==> config.mk <==
export PLATFORM = sky130hd
export DESIGN_NAME = gewcsr_ram
export DESIGN_NICKNAME = d
export VERILOG_FILES = /design/src/rtl/gewcsr_ram.sv
export SDC_FILE = /design/constraint.sdc
export NUM_CORES = 1
export LEC_CHECK = 0
export BUFFER_PORTS_ARGS = -buffer_cell sky130_fd_sc_hd__buf_2
export CAP_MARGIN = 30
export CELL_PAD_IN_SITES_DETAIL_PLACEMENT = 0
export CELL_PAD_IN_SITES_GLOBAL_PLACEMENT = 1
export CORE_ASPECT_RATIO = 1.25
export CORE_MARGIN = 8
export CORE_UTILIZATION = 56
export CTS_BUF_LIST = sky130_fd_sc_hd__clkbuf_2
export CTS_CLUSTER_SIZE = 30
export DETAILED_ROUTE_END_ITERATION = 10
export GPL_TIMING_DRIVEN = 0
export PLACE_DENSITY_LB_ADDON = 0.1
export SETUP_SLACK_MARGIN = 0.05
export SYNTH_ARGS = -nofsm -noshare
export SYNTH_HDL_FRONTEND = slang
export SYNTH_SLANG_ARGS = --single-unit
==> constraint.sdc <==
create_clock -name clk -period 2.3 [get_ports clk]
set_clock_uncertainty 0.05 [all_clocks]
set_input_delay 0.115 -clock clk [delete_from_list [all_inputs] [get_ports clk]]
set_output_delay 0.115 -clock clk [all_outputs]
set_load 0.005 [all_outputs]
==> src/rtl/gewcsr_ram.sv <==
// ----------------------------------------------------------------------------
// gewcsr_ram
// Generic simple dual-port RAM: one write port, one registered read port.
// ----------------------------------------------------------------------------
module gewcsr_ram #(
  parameter int WIDTH = 8,
  parameter int DEPTH = 16
) (
  input  logic                     clk,
  input  logic                     we,
  input  logic [$clog2(DEPTH)-1:0] waddr,
  input  logic [WIDTH-1:0]         wdata,
  input  logic                     re,
  input  logic [$clog2(DEPTH)-1:0] raddr,
  output logic [WIDTH-1:0]         rdata
);

  logic [WIDTH-1:0] mem [DEPTH];

  always_ff @(posedge clk) begin
    if (we) begin
      mem[waddr] <= wdata;
    end
    if (re) begin
      rdata <= mem[raddr];
    end
  end

endmodule

==> results.sh <==
export IMPL_vias=2551
export IMPL_num_nets_final=316
export IMPL_r2r_start="mem[1][0]$_DFFE_PP_"
export IMPL_synth_avg_cell_area_um2=22.8
export IMPL_synth_top_area_cell="edfxtp_1"
export IMPL_start_kind="input pin"
export IMPL_critPathMaxFanout=8
export IMPL_met2_length_um=5140
export IMPL_synth_seq_area_share_pct=78.1
export IMPL_grt_pass1_vias=2575
export IMPL_drcViolationCount=0
export IMPL_worst_slew_pin_slew_ps=830
export IMPL_min_period_over_period_pct=98.5
export IMPL_antenna_cells=0
export IMPL_drt_met1_wl_um=3920
export IMPL_wl_um=9760
export IMPL_powerDensity_nw_per_um2=752
export IMPL_ys_types=18
export IMPL_grt_pass1_wl_um=14500
export IMPL_final_layout_size_suffix_gt1_share_pct=28.7
export IMPL_overflow=0
export IMPL_p_leak_uw=0.00200
export IMPL_dp_hpwl_um=6470
export IMPL_wl_met3_um=524
export IMPL_clk_latency_ps=670
export IMPL_maxUsedRoutingLayer="met4"
export IMPL_path_class="in2reg"
export IMPL_first_pass_iters=6
export IMPL_fp_dieArea_um2=12700
export IMPL_clkSlewWorstSetupHoldPaths_ps=180
export IMPL_fmax_ghz=0.441
export IMPL_vias_per_cell=5.89
export IMPL_cts_path_max_buffers=2
export IMPL_p_total_uw=4500
export IMPL_worstPathArrival_ps=2530
export IMPL_maxSlewViolCount=0
export IMPL_timing_slew_headroom_pct=44.2
export IMPL_min_from="raddr[3]"
export IMPL_ctsHtreeMaxLevel=4
export IMPL_numCtsBuffers=17
export IMPL_holdWs_ps=120
export IMPL_root_buffer="clkbuf_2"
export IMPL_synthToLayoutAreaGrowth_pct=14.5
export IMPL_end_kind="flop"
export IMPL_holdPathStages=4
export IMPL_cp_data_required_time_ps=2560
export IMPL_rsz0062_at_grt="false"
export IMPL_core_area_um2=9130
export IMPL_fin_crit_ps=2270
export IMPL_r2r_end="rdata[0]$_DFFE_PP_"
export IMPL_holdPathEnd="rdata[5]$_DFFE_PP_"
export IMPL_drt_iter0_drc=197
export IMPL_grt_start_max_net_pins=17
export IMPL_fp_row_count=39
export IMPL_grt_usage_pct=16.9
export IMPL_ys_seq_elements=136
export IMPL_fin_setup_tns_ps=0
export IMPL_wl_per_cell_um=22.5
export IMPL_maxCapViolCount=0
export IMPL_status="complete, no violations"
export IMPL_die_height_um=124
export IMPL_start_util_pct=57.3
export IMPL_portBuffers=25
export IMPL_setup_viol=0
export IMPL_gp_congestion=0.764
export IMPL_hold_path_class="in2reg"
export IMPL_synthCells=229
export IMPL_syn_area_um2=5230
export IMPL_yosys_top_cells_area="edfxtp_1 (78%), mux4_2 (7.8%), mux4_1 (7.0%)"
export IMPL_worstRegToRegCells=4
export IMPL_syn_num_nets=248
export IMPL_cts_num_sinks=136
export IMPL_yosysTopAreaCellShare_pct=78.1
export IMPL_hold_violations=0
export IMPL_fillers=641
export IMPL_tritoncts="built"
export IMPL_ios=27
export IMPL_yosys_warnings=0
export IMPL_die_width_um=102
export IMPL_rrSetupSlack_ps=160
export IMPL_peakVddDrop_uv=415
export IMPL_grt_antenna_before_repair=0
export IMPL_ant_nets=0
==> state kept, by name, summed over array words and instances, names as in the netlist <==
signal  flops
mem       128
rdata       8
==> cell usage in the layout (no fill, tap or decap), drive strengths merged, types with 2 or more instances in the layout <==
cell type | synthesis | routed
nand2 | 9 | 9
clkinvlp | 0 | 4
nand2b | 2 | 2
nor2 | 13 | 13
edfxtp | 136 | 136
clkbuf | 0 | 18
mux4 | 32 | 32
buf | 7 | 36
dlygate4sd3 | 0 | 20
a22oi | 16 | 16
nor3 | 4 | 4
clkinv | 0 | 6
nand3b | 2 | 2
clkdlybuf4s25 | 3 | 3
bufinv | 0 | 3
==> metal layers <==
metal	global-route usage, %	up-vias
met5	0	-
met4	7.45	0
met3	5.09	12
met2	28.1	105
met1	19.8	1312
li1	-	1122
==> cell families (layout without fill, tap and decap cells) <==
group	after synthesis	count (layout)	share of synthesized area (%)
multiplexers	32	32	14.8
AND/OR/NAND/NOR	35	35	3.14
AO/OA/AOI/OAI	16	16	2.30
flip-flops	136	136	78.1
buffers and inverters	10	91	1.65
==> power breakdown <==
group / switching [µW] / internal [µW] / leakage [µW] / total (µW)
clock: 814 / 596 / 0.000141 / 1410
combinational: 156 / 130 / 0.000621 / 286
sequential: 11.3 / 2790 / 0.00124 / 2800
==> worst max path at each step <==
stage / from / end / slack [ps] / depth (start not counted)
floorplan: waddr[2] / mem[0][0]$_DFFE_PP_ / 640 / 2
global placement: waddr[2] / mem[0][2]$_DFFE_PP_ / 50 / 3
detailed placement: waddr[2] / mem[0][2]$_DFFE_PP_ / 410 / 4
CTS: waddr[2] / mem[3][3]$_DFFE_PP_ / 120 / 5
global route: waddr[2] / mem[3][3]$_DFFE_PP_ / 50 / 5
finish: waddr[2] / mem[3][7]$_DFFE_PP_ / 30 / 5
==> synthesized netlist by cell type <==
cell type,count
or3b_2,1
edfxtp_1,136
mux4_1,14
nand2b_1,2
mux4_2,18
nor2b_1,1
buf_2,3
nand3_1,1
and2b_1,1
buf_6,3
nand3b_1,2
nor3_1,4
clkdlybuf4s25_2,3
nor2_1,13
buf_4,1
and2_1,1
nand2_1,9
a22oi_1,16
==> stage by stage <==
stage / area, µm² / utilization, % / std cells / setup WS (ps)
global placement: 5510 / 60.3 / 377 / 54.3
floorplan: 5230 / - / 229 / 642
finish: 5980 / 65.6 / 433 / 34.7
global route: 5980 / 65.6 / 433 / 53.0
CTS: 5980 / 65.5 / 433 / 118
detailed placement: 5530 / 60.6 / 381 / 407
==> worst max-delay path, cell delays in order <==
cell and delay, ps:
dlygate4sd3_1 530, buf_2 140, or3b_2 480, dlygate4sd3_1 630, nor2_1 630
==> area by class of cell <==
type | instances | area, µm² | area share (%)
sequential | 136 | 4080 | 68.3
multi-input combinational | 83 | 1060 | 17.7
timing repair buffer | 49 | 353 | 5.90
clock inverter | 14 | 156 | 2.61
tap | 123 | 154 | 2.57
clock buffer | 18 | 90.1 | 1.51
buffer | 10 | 86.3 | 1.44
==> what timing repair did <==
action                                  CTS  global route
gates resized for setup                   0             1
buffers inserted                          0             0
hold buffers                             20             0
endpoints found under the setup margin    0             2
hold endpoints to repair                239             0
Note: power is estimated with default switching activity, not from simulation.
