$ cat config.mk
export PLATFORM = sky130hd
export DESIGN_NAME = gewcsr_div
export DESIGN_NICKNAME = d
export VERILOG_FILES = /design/src/rtl/gewcsr_pkg.sv /design/src/rtl/gewcsr_div.sv
export SDC_FILE = /design/constraint.sdc
export NUM_CORES = 1
export LEC_CHECK = 0
export BUFFER_PORTS_ARGS = -buffer_cell sky130_fd_sc_hd__buf_2
export CORE_MARGIN = 2
export CORE_UTILIZATION = 58
export DETAILED_ROUTE_END_ITERATION = 16
export GPL_TIMING_DRIVEN = 0
export PLACE_DENSITY = 0.81
export SYNTH_ARGS = -nofsm -noshare
export SYNTH_HDL_FRONTEND = slang
export SYNTH_SLANG_ARGS = --single-unit
$ cat constraint.sdc
create_clock -name clk -period 6.4 [get_ports clk]
set_input_delay 1.28 -clock clk [delete_from_list [all_inputs] [get_ports clk]]
set_output_delay 1.28 -clock clk [all_outputs]
set_load 0.005 [all_outputs]
$ cat src/rtl/gewcsr_pkg.sv
// ----------------------------------------------------------------------------
// gewcsr_pkg
// Shared constants, types and codes for the edge weight / CSR builder.
// ----------------------------------------------------------------------------
package gewcsr_pkg;

  localparam int MAX_NEURONS = 1024;
  localparam int MAX_EDGES   = 4096;

  localparam int NODE_W  = 10;
  localparam int COUNT_W = 32;
  localparam int SIGN_W  = 2;
  localparam int POS_W   = 13;
  localparam int EDGE_AW = 12;
  localparam int LIM_W   = 11;
  localparam int MAG_W   = 21;
  localparam int SUM_W   = 33;
  localparam int WGT_W   = 18;
  localparam int FRAC_W  = 16;
  localparam int DIVD_W  = MAG_W + FRAC_W;

  localparam logic [31:0] LN2_Q32 = 32'd2977044471;

  localparam logic [2:0] CMD_LOAD        = 3'd0;
  localparam logic [2:0] CMD_BUILD       = 3'd1;
  localparam logic [2:0] CMD_READ_WEIGHT = 3'd2;
  localparam logic [2:0] CMD_READ_OFFSET = 3'd3;
  localparam logic [2:0] CMD_READ_SORTED = 3'd4;

  localparam logic [2:0] ST_OK        = 3'd0;
  localparam logic [2:0] ST_RANGE     = 3'd1;
  localparam logic [2:0] ST_FULL      = 3'd2;
  localparam logic [2:0] ST_BAD_POS   = 3'd3;
  localparam logic [2:0] ST_NOT_BUILT = 3'd4;

  localparam logic [1:0] SIGN_EXC = 2'd1;
  localparam logic [1:0] SIGN_INH = 2'd2;

  localparam logic REG_WEIGHT_MODE  = 1'b0;
  localparam logic REG_NEURON_COUNT = 1'b1;

  typedef struct packed {
    logic [NODE_W-1:0]  src;
    logic [NODE_W-1:0]  tgt;
    logic [COUNT_W-1:0] cnt;
    logic [SIGN_W-1:0]  sign;
  } edge_rec_t;

endpackage

$ cat src/rtl/gewcsr_div.sv
// ----------------------------------------------------------------------------
// gewcsr_div
// Restoring divider, one quotient bit a cycle: (mag << 16) / sum.
// ----------------------------------------------------------------------------
module gewcsr_div
  import gewcsr_pkg::*;
(
  input  logic              clk,
  input  logic              rst,
  input  logic              start,
  input  logic [DIVD_W-1:0] dividend,
  input  logic [SUM_W-1:0]  divisor,
  output logic              done,
  output logic [WGT_W-1:0]  quotient
);

  logic              run;
  logic [5:0]        step;
  logic [SUM_W-1:0]  rem;
  logic [DIVD_W-1:0] quo;
  logic [SUM_W-1:0]  dsr;
  logic [SUM_W:0]    trial;
  logic [SUM_W:0]    diff;

  assign trial    = {rem, quo[DIVD_W-1]};
  assign diff     = trial - {1'b0, dsr};
  assign quotient = quo[WGT_W-1:0];

  always_ff @(posedge clk) begin
    if (rst) begin
      run  <= 1'b0;
      done <= 1'b0;
    end else begin
      done <= 1'b0;
      if (start) begin
        run  <= 1'b1;
        step <= '0;
        rem  <= '0;
        quo  <= dividend;
        dsr  <= divisor;
      end else if (run) begin
        if (!diff[SUM_W]) begin
          rem <= diff[SUM_W-1:0];
          quo <= {quo[DIVD_W-2:0], 1'b1};
        end else begin
          rem <= trial[SUM_W-1:0];
          quo <= {quo[DIVD_W-2:0], 1'b0};
        end
        step <= step + 6'd1;
        if (step == 6'(DIVD_W - 1)) begin
          run  <= 1'b0;
          done <= 1'b1;
        end
      end
    end
  end

endmodule

==> metrics.md <==
| Metric | Value |
|---|---|
| Crit-path max FO | 3 |
| CTS tree | done |
| # rows | 38 |
| Final instance area | 0.007575 mm2 |
| Slowest Stage Delay on Critical Path | 520 ps |
| Worst vdd ir | between 200 and 250 uV |
| Relative slew margins | 52.93% |
| Largest net degree at the start of global routing | 35 |
| Area post-placement | 0.007251 mm2 |
| Clk_lat worst skew | ~370 ps |
| CTS Sinks | 111 |
| Fin crit period | 3353 ps |
| Drt pass-1 iters | 5 |
| Post-CTS Hold Fix Bufs | 0 |
| Startpoint Class | flip-flop |
| Worst hold-check path type | flip-flop to flip-flop |
| Boundary Pins | 92 |
| Vias | ~4.7k |
| All-Layer GR Usage | 24.52% |
| Avg Inst Size Synth | about 11 um2 |
| Yosys top cell area share | approximately half |
| Layout cells sized above 1 | 26.69% |
| Post-layout power | about 2100 uW |
| Layout overhead on the synthesized area | 15.78% |
| Fillers | 838 |
| Post-CTS sizing | 0 |
| Synth unique cells | 57 |
| Top FF cell, synth | edfxtp_1 |
| Most common cell in the netlist | edfxtp_1 |
| Root buffer cell | clkbuf_16 |
| Drt via density | 5.735 |
| Core ar. | 0.01094 mm2 |
| Post-DP HPWL | 10100 um |
| DIE AREA | roughly 0.012 mm2 |
| IO Port Bufs | 90 |
| GP Congestion | a little under 0.9 |
| Cell mode on critical path | a21oi_1 |
| Chip width | between 100 and 150 um |
| Crit-path cells | ha_1 -> fa_1 -> nand2b_1 -> a21oi_1 -> o21ai_0 -> a211oi_1 -> nor2_1 -> o21a_1 -> mux2_2 -> nand4_1 -> a21oi_1 |
| Final setup vio count | 0 |
| Top post-synthesis cells by count | edfxtp_1, nor2_1, inv_1 |
| Status | completed |
| Max-Cap Viols | 0 |
| First-pass GRT wire length | approximately 23000 um |
| Final hold viol count | 0 |
| GRT overflow | 0 |
| Seq/Total Area, Yosys | around half |
| First-iteration detailed-routing DRC count | 275 |
| Critical Path Slowest Stage Cell | a211oi_1 |
| Final period utilization | 52.40% |
| CP endpoint kind | flip-flop |
| Chip height | 110.2 um |
| Async SR Flop Fraction | 0% |
| DRT Wirelength | between 10000 and 15000 um |
| Syn Inst Count | 573 |
| Post-synth EDFFs | 109 |
| Vias in the first global route | about 4.8k |
| Worst Max-Slew Pin Slew | 704.4 ps |
| Critical Path RT | 6490 ps |
| Clock Tree Buf Depth | 2 |
| Number of nets in the layout | between 700 and 800 |
| Register bit total from synthesis | 111 |
| Leakage dissipation | 0.003192 uW |
| Drt drc | 0 |
| Post-DR wirelength/cell | 16.91 um |
| Unrepaired setup endpoints after global routing | false |
| Largest cells by area after synthesis | edfxtp_1, ha_1, mux2_2, mux2i_1, nor2_1 |
| Worst-path clk slew | 80 ps |
| Worst Clk Skew | around 13 ps |
| Setup bufs post-CTS | 0 |
| Synthesis Warnings | 0 |
| Starting density of the core | between 50% and 60% |
| N_diodes | 0 |
| Slew Viols, Final | 0 |
| Crit Path Category | flip-flop to flip-flop |
| WP data arrival | roughly 3500 ps |
| Post-synthesis cell area | 0.006543 mm2 |
| H-tree depth | 3 |
| Fmax achieved | 298.2 MHz |
| Dominant cell type by area after synthesis | edfxtp_1 |
| Initial antenna violation count | 0 |
| Final ANT Viol Nets | 0 |
| Syn nets | 682 |
| P per Cell Area | 279.3 mW/mm2 |
| Cts bufs inserted | 9 |
-- final timing paths --
kind | slack [ps] | endpoint | startpoint | cells after the start
worst min-delay path | 560 | quo[28] | quo[27] | 1
worst max-delay path | 3050 | rem[30] | dsr[0] | 11
worst min register to register | 560 | quo[28] | quo[27] | 1
worst max register to register | 3050 | rem[30] | dsr[0] | 11
-- registers in the layout, summed over array words and instances (netlist names) --
| register | cells |
|---|---|
| done | 1 |
| dsr | 33 |
| step | 6 |
| quo | 37 |
| run | 1 |
| rem | 33 |
-- per-stage QoR --
| step | std cells | setup slack, ps | hold WS, ps | util (%) | setup TNS [ps] |
|---|---|---|---|---|---|
| finish | 822 | 3047 | 557.8 | 69.27 | 0 |
| global route | 822 | 2916 | 572.9 | 69.27 | 0 |
| CTS | 822 | 3135 | 560.0 | 69.27 | 0 |
| detailed placement | 806 | 2907 | 539.7 | 66.30 | 0 |
| global placement | 803 | -714.7 | 509.4 | 65.55 | -54160 |
| floorplan | 573 | 837.7 | 493.3 | - | 0 |
-- where the power goes --
part	total [uW]	internal [uW]	leakage (uW)	switching [uW]
logic	599	270	0.00198	329
registers	909	879	0.00106	29.3
clock network	608	316	0.000154	291
-- layout make-up --
class,instances,area [um2],share of cell area (%)
plain buffers,41,240.2,3.171
clock buffers,9,225.2,2.973
clock inverters,7,98.84,1.305
inverters,40,150.1,1.982
multi-input cells,381,2854,37.68
flip-flops and latches,111,3313,43.74
well taps,140,175.2,2.313
repair buffers,93,518.0,6.838
-- cells in the final DEF (no fill, tap or decap), types with 3 or more instances in the layout --
cell type,count
a211oi_1,7
a21o_1,12
a21oi_1,35
a31oi_1,5
and3_1,3
and4_1,3
buf_1,3
buf_2,93
buf_4,20
clkbuf_1,14
clkbuf_16,9
edfxtp_1,109
ha_1,35
inv_1,40
mux2_2,38
mux2i_1,25
nand2_1,26
nand2b_1,8
nand3_1,9
nand4_1,9
nor2_1,53
nor2b_1,9
nor3_1,9
o211ai_1,6
o21a_1,4
o21ai_0,13
o21bai_1,3
or3_1,3
xnor2_1,19
xor2_1,12
-- metal layers --
metal | share of wire, % | wire length (um) | global-route usage (%)
met3 | 6.9 | 965 | 7.760
met4 | 1.3 | 174 | 5.446
met5 | 0 | 0 | 0
met1 | 44 | 6118 | 30.97
met2 | 48 | 6637 | 41.45
-- worst max-delay path, delay by kind of cell, from the launching register on --
family	cells	cell delay, ps
fa+ha+maj	2	610
flops	1	390
compound gates	5	1360
simple gates	3	420
mux	1	290
-- cells by family (layout without fill, tap and decap cells) --
group / after synthesis / in the layout / share of synthesized area (%)
flops: 111 / 111 / 50.64
compound gates: 105 / 105 / 10.79
fa+ha+maj: 36 / 36 / 6.999
xor+xnor: 32 / 32 / 4.399
buf+inv: 81 / 190 / 5.967
simple gates: 144 / 144 / 10.61
mux: 64 / 64 / 10.59
Power figures use the tool's default switching activity.
