### config.mk
export PLATFORM = sky130hd
export DESIGN_NAME = gewcsr_log1p
export DESIGN_NICKNAME = d
export VERILOG_FILES = /design/src/rtl/gewcsr_pkg.sv /design/src/rtl/gewcsr_log1p.sv
export SDC_FILE = /design/constraint.sdc
export NUM_CORES = 2
export LEC_CHECK = 0
export BUFFER_PORTS_ARGS = -buffer_cell sky130_fd_sc_hd__buf_2
export CORE_AREA = 2 2 256 309
export DETAILED_ROUTE_END_ITERATION = 6
export DIE_AREA = 0 0 258 311
export PLACE_DENSITY = 0.78
export SLEW_MARGIN = 10
export SYNTH_ARGS = -nofsm -noshare
export SYNTH_HDL_FRONTEND = slang
export SYNTH_SLANG_ARGS = --single-unit
### constraint.sdc
create_clock -name clk -period 12.58 [get_ports clk]
set_clock_uncertainty 0.2 [all_clocks]
set_input_delay 2.516 -clock clk [delete_from_list [all_inputs] [get_ports clk]]
set_output_delay 2.516 -clock clk [all_outputs]
set_load 0.005 [all_outputs]
### src/rtl/gewcsr_pkg.sv
// ----------------------------------------------------------------------------
// gewcsr_pkg
// Shared constants, types and codes for the edge weight / CSR builder.
// ----------------------------------------------------------------------------
package gewcsr_pkg;

  localparam int MAX_NEURONS = 1024;
  localparam int MAX_EDGES   = 4096;

  localparam int NODE_W  = 10;
  localparam int COUNT_W = 32;
  localparam int SIGN_W  = 2;
  localparam int POS_W   = 13;
  localparam int EDGE_AW = 12;
  localparam int LIM_W   = 11;
  localparam int MAG_W   = 21;
  localparam int SUM_W   = 33;
  localparam int WGT_W   = 18;
  localparam int FRAC_W  = 16;
  localparam int DIVD_W  = MAG_W + FRAC_W;

  localparam logic [31:0] LN2_Q32 = 32'd2977044471;

  localparam logic [2:0] CMD_LOAD        = 3'd0;
  localparam logic [2:0] CMD_BUILD       = 3'd1;
  localparam logic [2:0] CMD_READ_WEIGHT = 3'd2;
  localparam logic [2:0] CMD_READ_OFFSET = 3'd3;
  localparam logic [2:0] CMD_READ_SORTED = 3'd4;

  localparam logic [2:0] ST_OK        = 3'd0;
  localparam logic [2:0] ST_RANGE     = 3'd1;
  localparam logic [2:0] ST_FULL      = 3'd2;
  localparam logic [2:0] ST_BAD_POS   = 3'd3;
  localparam logic [2:0] ST_NOT_BUILT = 3'd4;

  localparam logic [1:0] SIGN_EXC = 2'd1;
  localparam logic [1:0] SIGN_INH = 2'd2;

  localparam logic REG_WEIGHT_MODE  = 1'b0;
  localparam logic REG_NEURON_COUNT = 1'b1;

  typedef struct packed {
    logic [NODE_W-1:0]  src;
    logic [NODE_W-1:0]  tgt;
    logic [COUNT_W-1:0] cnt;
    logic [SIGN_W-1:0]  sign;
  } edge_rec_t;

endpackage

### src/rtl/gewcsr_log1p.sv
// ----------------------------------------------------------------------------
// gewcsr_log1p
// Iterative log1p in unsigned Q5.16: leading-one search one bit a cycle,
// twenty squaring steps for the log2 fraction, then a scale by ln2.
// ----------------------------------------------------------------------------
module gewcsr_log1p
  import gewcsr_pkg::*;
(
  input  logic               clk,
  input  logic               rst,
  input  logic               start,
  input  logic [COUNT_W-1:0] n,
  output logic               busy,
  output logic               done,
  output logic [MAG_W-1:0]   result
);

  typedef enum logic [2:0] {L_IDLE, L_NORM, L_SQ, L_MUL, L_OUT} lstate_t;

  lstate_t       state;
  logic [32:0]   x;
  logic [5:0]    k;
  logic [30:0]   m;
  logic [19:0]   frac;
  logic [4:0]    iter;
  logic [57:0]   prod;
  logic [61:0]   sq_full;
  logic [31:0]   sq;

  assign sq_full = 62'(m) * 62'(m);
  assign sq      = sq_full[61:30];
  assign busy    = (state != L_IDLE);

  always_ff @(posedge clk) begin
    if (rst) begin
      state <= L_IDLE;
      done  <= 1'b0;
    end else begin
      done <= 1'b0;
      unique case (state)
        L_IDLE: begin
          if (start) begin
            x     <= 33'(n) + 33'd1;
            k     <= 6'd32;
            state <= L_NORM;
          end
        end
        L_NORM: begin
          // shift until the leading one sits at the top bit
          if (x[32]) begin
            m     <= x[32:2];
            frac  <= '0;
            iter  <= '0;
            state <= L_SQ;
          end else begin
            x <= {x[31:0], 1'b0};
            k <= k - 6'd1;
          end
        end
        L_SQ: begin
          if (sq[31]) begin
            m    <= sq[31:1];
            frac <= {frac[18:0], 1'b1};
          end else begin
            m    <= sq[30:0];
            frac <= {frac[18:0], 1'b0};
          end
          iter <= iter + 5'd1;
          if (iter == 5'd19) begin
            state <= L_MUL;
          end
        end
        L_MUL: begin
          prod  <= 58'({k, frac}) * 58'(LN2_Q32);
          state <= L_OUT;
        end
        L_OUT: begin
          result <= prod[56:36];
          done   <= 1'b1;
          state  <= L_IDLE;
        end
        default: state <= L_IDLE;
      endcase
    end
  end

  always_ff @(posedge clk) begin
    if (!rst) begin
      gewcsr_log_start_idle : assert (!(start && busy))
        else $error("log1p started while busy");
    end
  end

endmodule

==> flow_metrics.py <==
metrics = {
    "grt": {
        "grtUsageTotal_pct": 30.49,
        "grt_pass1_vias": 35960,
        "grt_pass1_wl_um": 188500,
        "grt_start_max_net_pins": 65,
        "antenna_found_initial": 14,
        "overflow": 0,
    },
    "yosys": {
        "syn_avg_cell_area_um2": 9.907,
        "ys_ff_latch": 141,
        "synthArstFlopShare_pct": 0,
        "synth_flop_cell": "edfxtp_1",
        "netlist_area_um2": 46060,
        "synth_edf_count": 137,
        "synth_cell_types": 73,
        "synth_nets": 6303,
        "syn_inst": 4649,
        "ys_warn_count": 0,
        "ys_seq_area_share_pct": 9.106,
    },
    "flow_run": {
        "cap_viol_max_count": 0,
    },
    "placement": {
        "dp_hpwl_um": 94420,
        "place_area_um2": 47440,
        "port_buffers": 57,
        "place_congestion": 0.9660,
    },
    "sta": {
        "hold_viol_final": 0,
        "fmax_mhz": 105.5,
        "maxSlewHeadroom_pct": 26.69,
        "finalSetupViolations": 0,
        "min_period_over_period_pct": 75.33,
        "min_period_ns": 9.477,
        "setup_tns_ns": 0,
        "rsz0062_at_grt": "false",
        "slew_viol_final": 0,
        "worst_pin_slew_ns": 1.097,
    },
    "drt": {
        "route.met3.wl_um": 8351,
        "routedWlPerCell_um": 20.32,
        "drtPass1Iterations": 7,
        "highest_layer": "met5",
        "drt_iter0_drc": 2055,
        "via_per_inst": 5.590,
        "drc": 1,
        "wl_met1_um": 39740,
        "num_vias": 31730,
        "totalWireLength_um": 115300,
        "ant_nets": 0,
        "route.met2.wl_um": 59660,
    },
    "cts": {
        "clkSinkCount": 141,
        "cts_tree": "yes",
        "hold_buffers": 0,
        "clock_latency_ns": 0.47,
        "ctsResizeCount": 0,
        "cts.reportedPaths.clkPinSlew_ns": 0.08,
        "cts_max_path_buffers": 2,
        "cts-buffers-inserted": 17,
        "cts_root_buffer": "clkbuf_16",
        "htree_levels": 4,
        "post_cts_buffers": 0,
    },
    "min_path": {
        "hold_class": "flop to flop",
    },
    "critical_path": {
        "worstPathArrival_ns": 9.50,
        "endpoint_kind": "flop",
        "cp_common_cell": "fa_1",
        "critPathSlowestCell": "edfxtp_1",
        "crit_path_max_fanout": 28,
        "setup.worst_path.class": "flop to flop",
        "max_stage_delay_ns": 0.94,
        "crit_chain": "buf_4 -> inv_1 -> nor2_1 -> fa_1 -> fa_1 -> fa_1 -> inv_1 -> fa_1 -> inv_1 -> fa_1 -> fa_1 -> fa_1 -> fa_1 -> ha_1 -> nand3_1 -> nor3_1 -> a21oi_1 -> o31a_1 -> a211o_1 -> a211oi_4 -> o22ai_2 -> xnor2_4 -> nor2_1 -> a221o_1",
        "start_kind": "flop",
        "worstPathRequired_ns": 12.60,
    },
    "floorplanning": {
        "io_pins": 58,
        "die_w_um": 258,
        "die_area_um2": 80240,
        "die_y_um": 311,
        "fp-row-count": 112,
        "initial_core_util_pct": 59.65,
        "core_um2": 77210,
    },
    "layout": {
        "fin_nets": 6288,
        "design_area_um2": 48070,
        "area_delta_synth_final_pct": 4.360,
        "drive_above_1_share_pct": 3.443,
        "layout_common_cells": "inv_1 (1,395), fa_1 (1,076), ha_1 (543)",
        "final_common_cell": "inv_1",
        "nFillCells": 6172,
    },
    "status": {
        "violations": "DRC",
        "outcome": "complete, but fails checks",
    },
}
## kinds of logic (layout without fill, tap and decap cells)
family / count (synthesis) / count (layout) / share of synthesized area, %
DFF: 141 / 141 / 9.106
adders and majority gates: 1619 / 1619 / 61.52
AOI/OAI and AO/OA: 353 / 353 / 5.085
buffers and inverters: 1524 / 1522 / 12.47
xor gates and xnor gates: 114 / 114 / 2.209
muxes: 5 / 5 / 0.1114
other: 0 / 2 / 0
and+or+nand+nor: 893 / 893 / 9.502
## registers in the layout (all words and copies together) (netlist names)
name and count:
done 1, frac 20, iter 5, k 6, m 31, prod 21, result 21, state 3
x 33
## through the flow
stage                     instances  setup slack [ns]  util, %  hold slack (ns)
after floorplan                4649             4.555        -           0.2003
after global placement         5641             3.363    61.45           0.2033
after detailed placement       5641             3.227    61.45           0.2063
after CTS                      5673             3.195    62.25           0.2195
after global routing           5674             2.759    62.25           0.2330
final                          5675             3.103    62.25           0.2162
## cells in the mapped netlist, drive strengths merged, types with 10 or more instances
master	n	area, um^2
inv	1395	5236
fa	1076	21540
ha	543	6794
nand2	353	1325
and2	194	1214
edfxtp	137	4114
nor2	121	454.2
clkbuf	119	446.7
a21oi	94	470.5
o21ai	82	410.4
xnor2	62	561.8
nand3	57	285.3
xor2	52	455.4
a21o	49	367.9
nand3b	32	240.2
and3	31	193.9
nand4	23	150.1
nor3	21	105.1
nor2b	16	100.1
a211oi	14	127.6
o21bai	14	105.1
nand2b	11	68.82
o211ai	11	87.58
or2	11	68.82
buf	10	60.05
## layer usage
| metal | up-vias | global-route usage (%) |
|---|---|---|
| met2 | 1226 | 53.98 |
| met3 | 437 | 5.442 |
| met4 | 20 | 15.91 |
| met5 | - | 0 |
| li1 | 13900 | - |
| met1 | 16140 | 35.19 |
## worst max-delay path, delay by kind of cell, from the launching register on
| family | cells | cell delay [ns] |
|---|---|---|
| and+or+nand+nor | 4 | 0.73 |
| AOI/OAI and AO/OA | 6 | 1.66 |
| adders and majority gates | 9 | 4.33 |
| buffers and inverters | 4 | 0.65 |
| xor gates and xnor gates | 1 | 0.67 |
| DFF | 1 | 0.94 |
## final timing paths
path | slack, ns | depth (start not counted) | startpoint | to
max | 3.10 | 24 | m[5] | m[1]
min reg2reg | 0.22 | 0 | prod[56] | result[20]
max reg2reg | 3.10 | 24 | m[5] | m[1]
min | 0.22 | 0 | prod[56] | result[20]
## layout make-up
class                   count  area [um^2]  area share [%]
repair buffers             95        570.5           1.187
clock inverters            15        192.7          0.4009
well taps                1026         1284           2.671
clock buffers              17        425.4          0.8850
diodes                      2        5.005         0.01041
multi-input cells        2984        36160           75.23
inverters                1395         5236           10.89
flip-flops and latches    141         4194           8.725
Power is left out: the tool's default activity adds up to more than one toggle a clock period on the data nets, which glitch-free logic cannot reach.
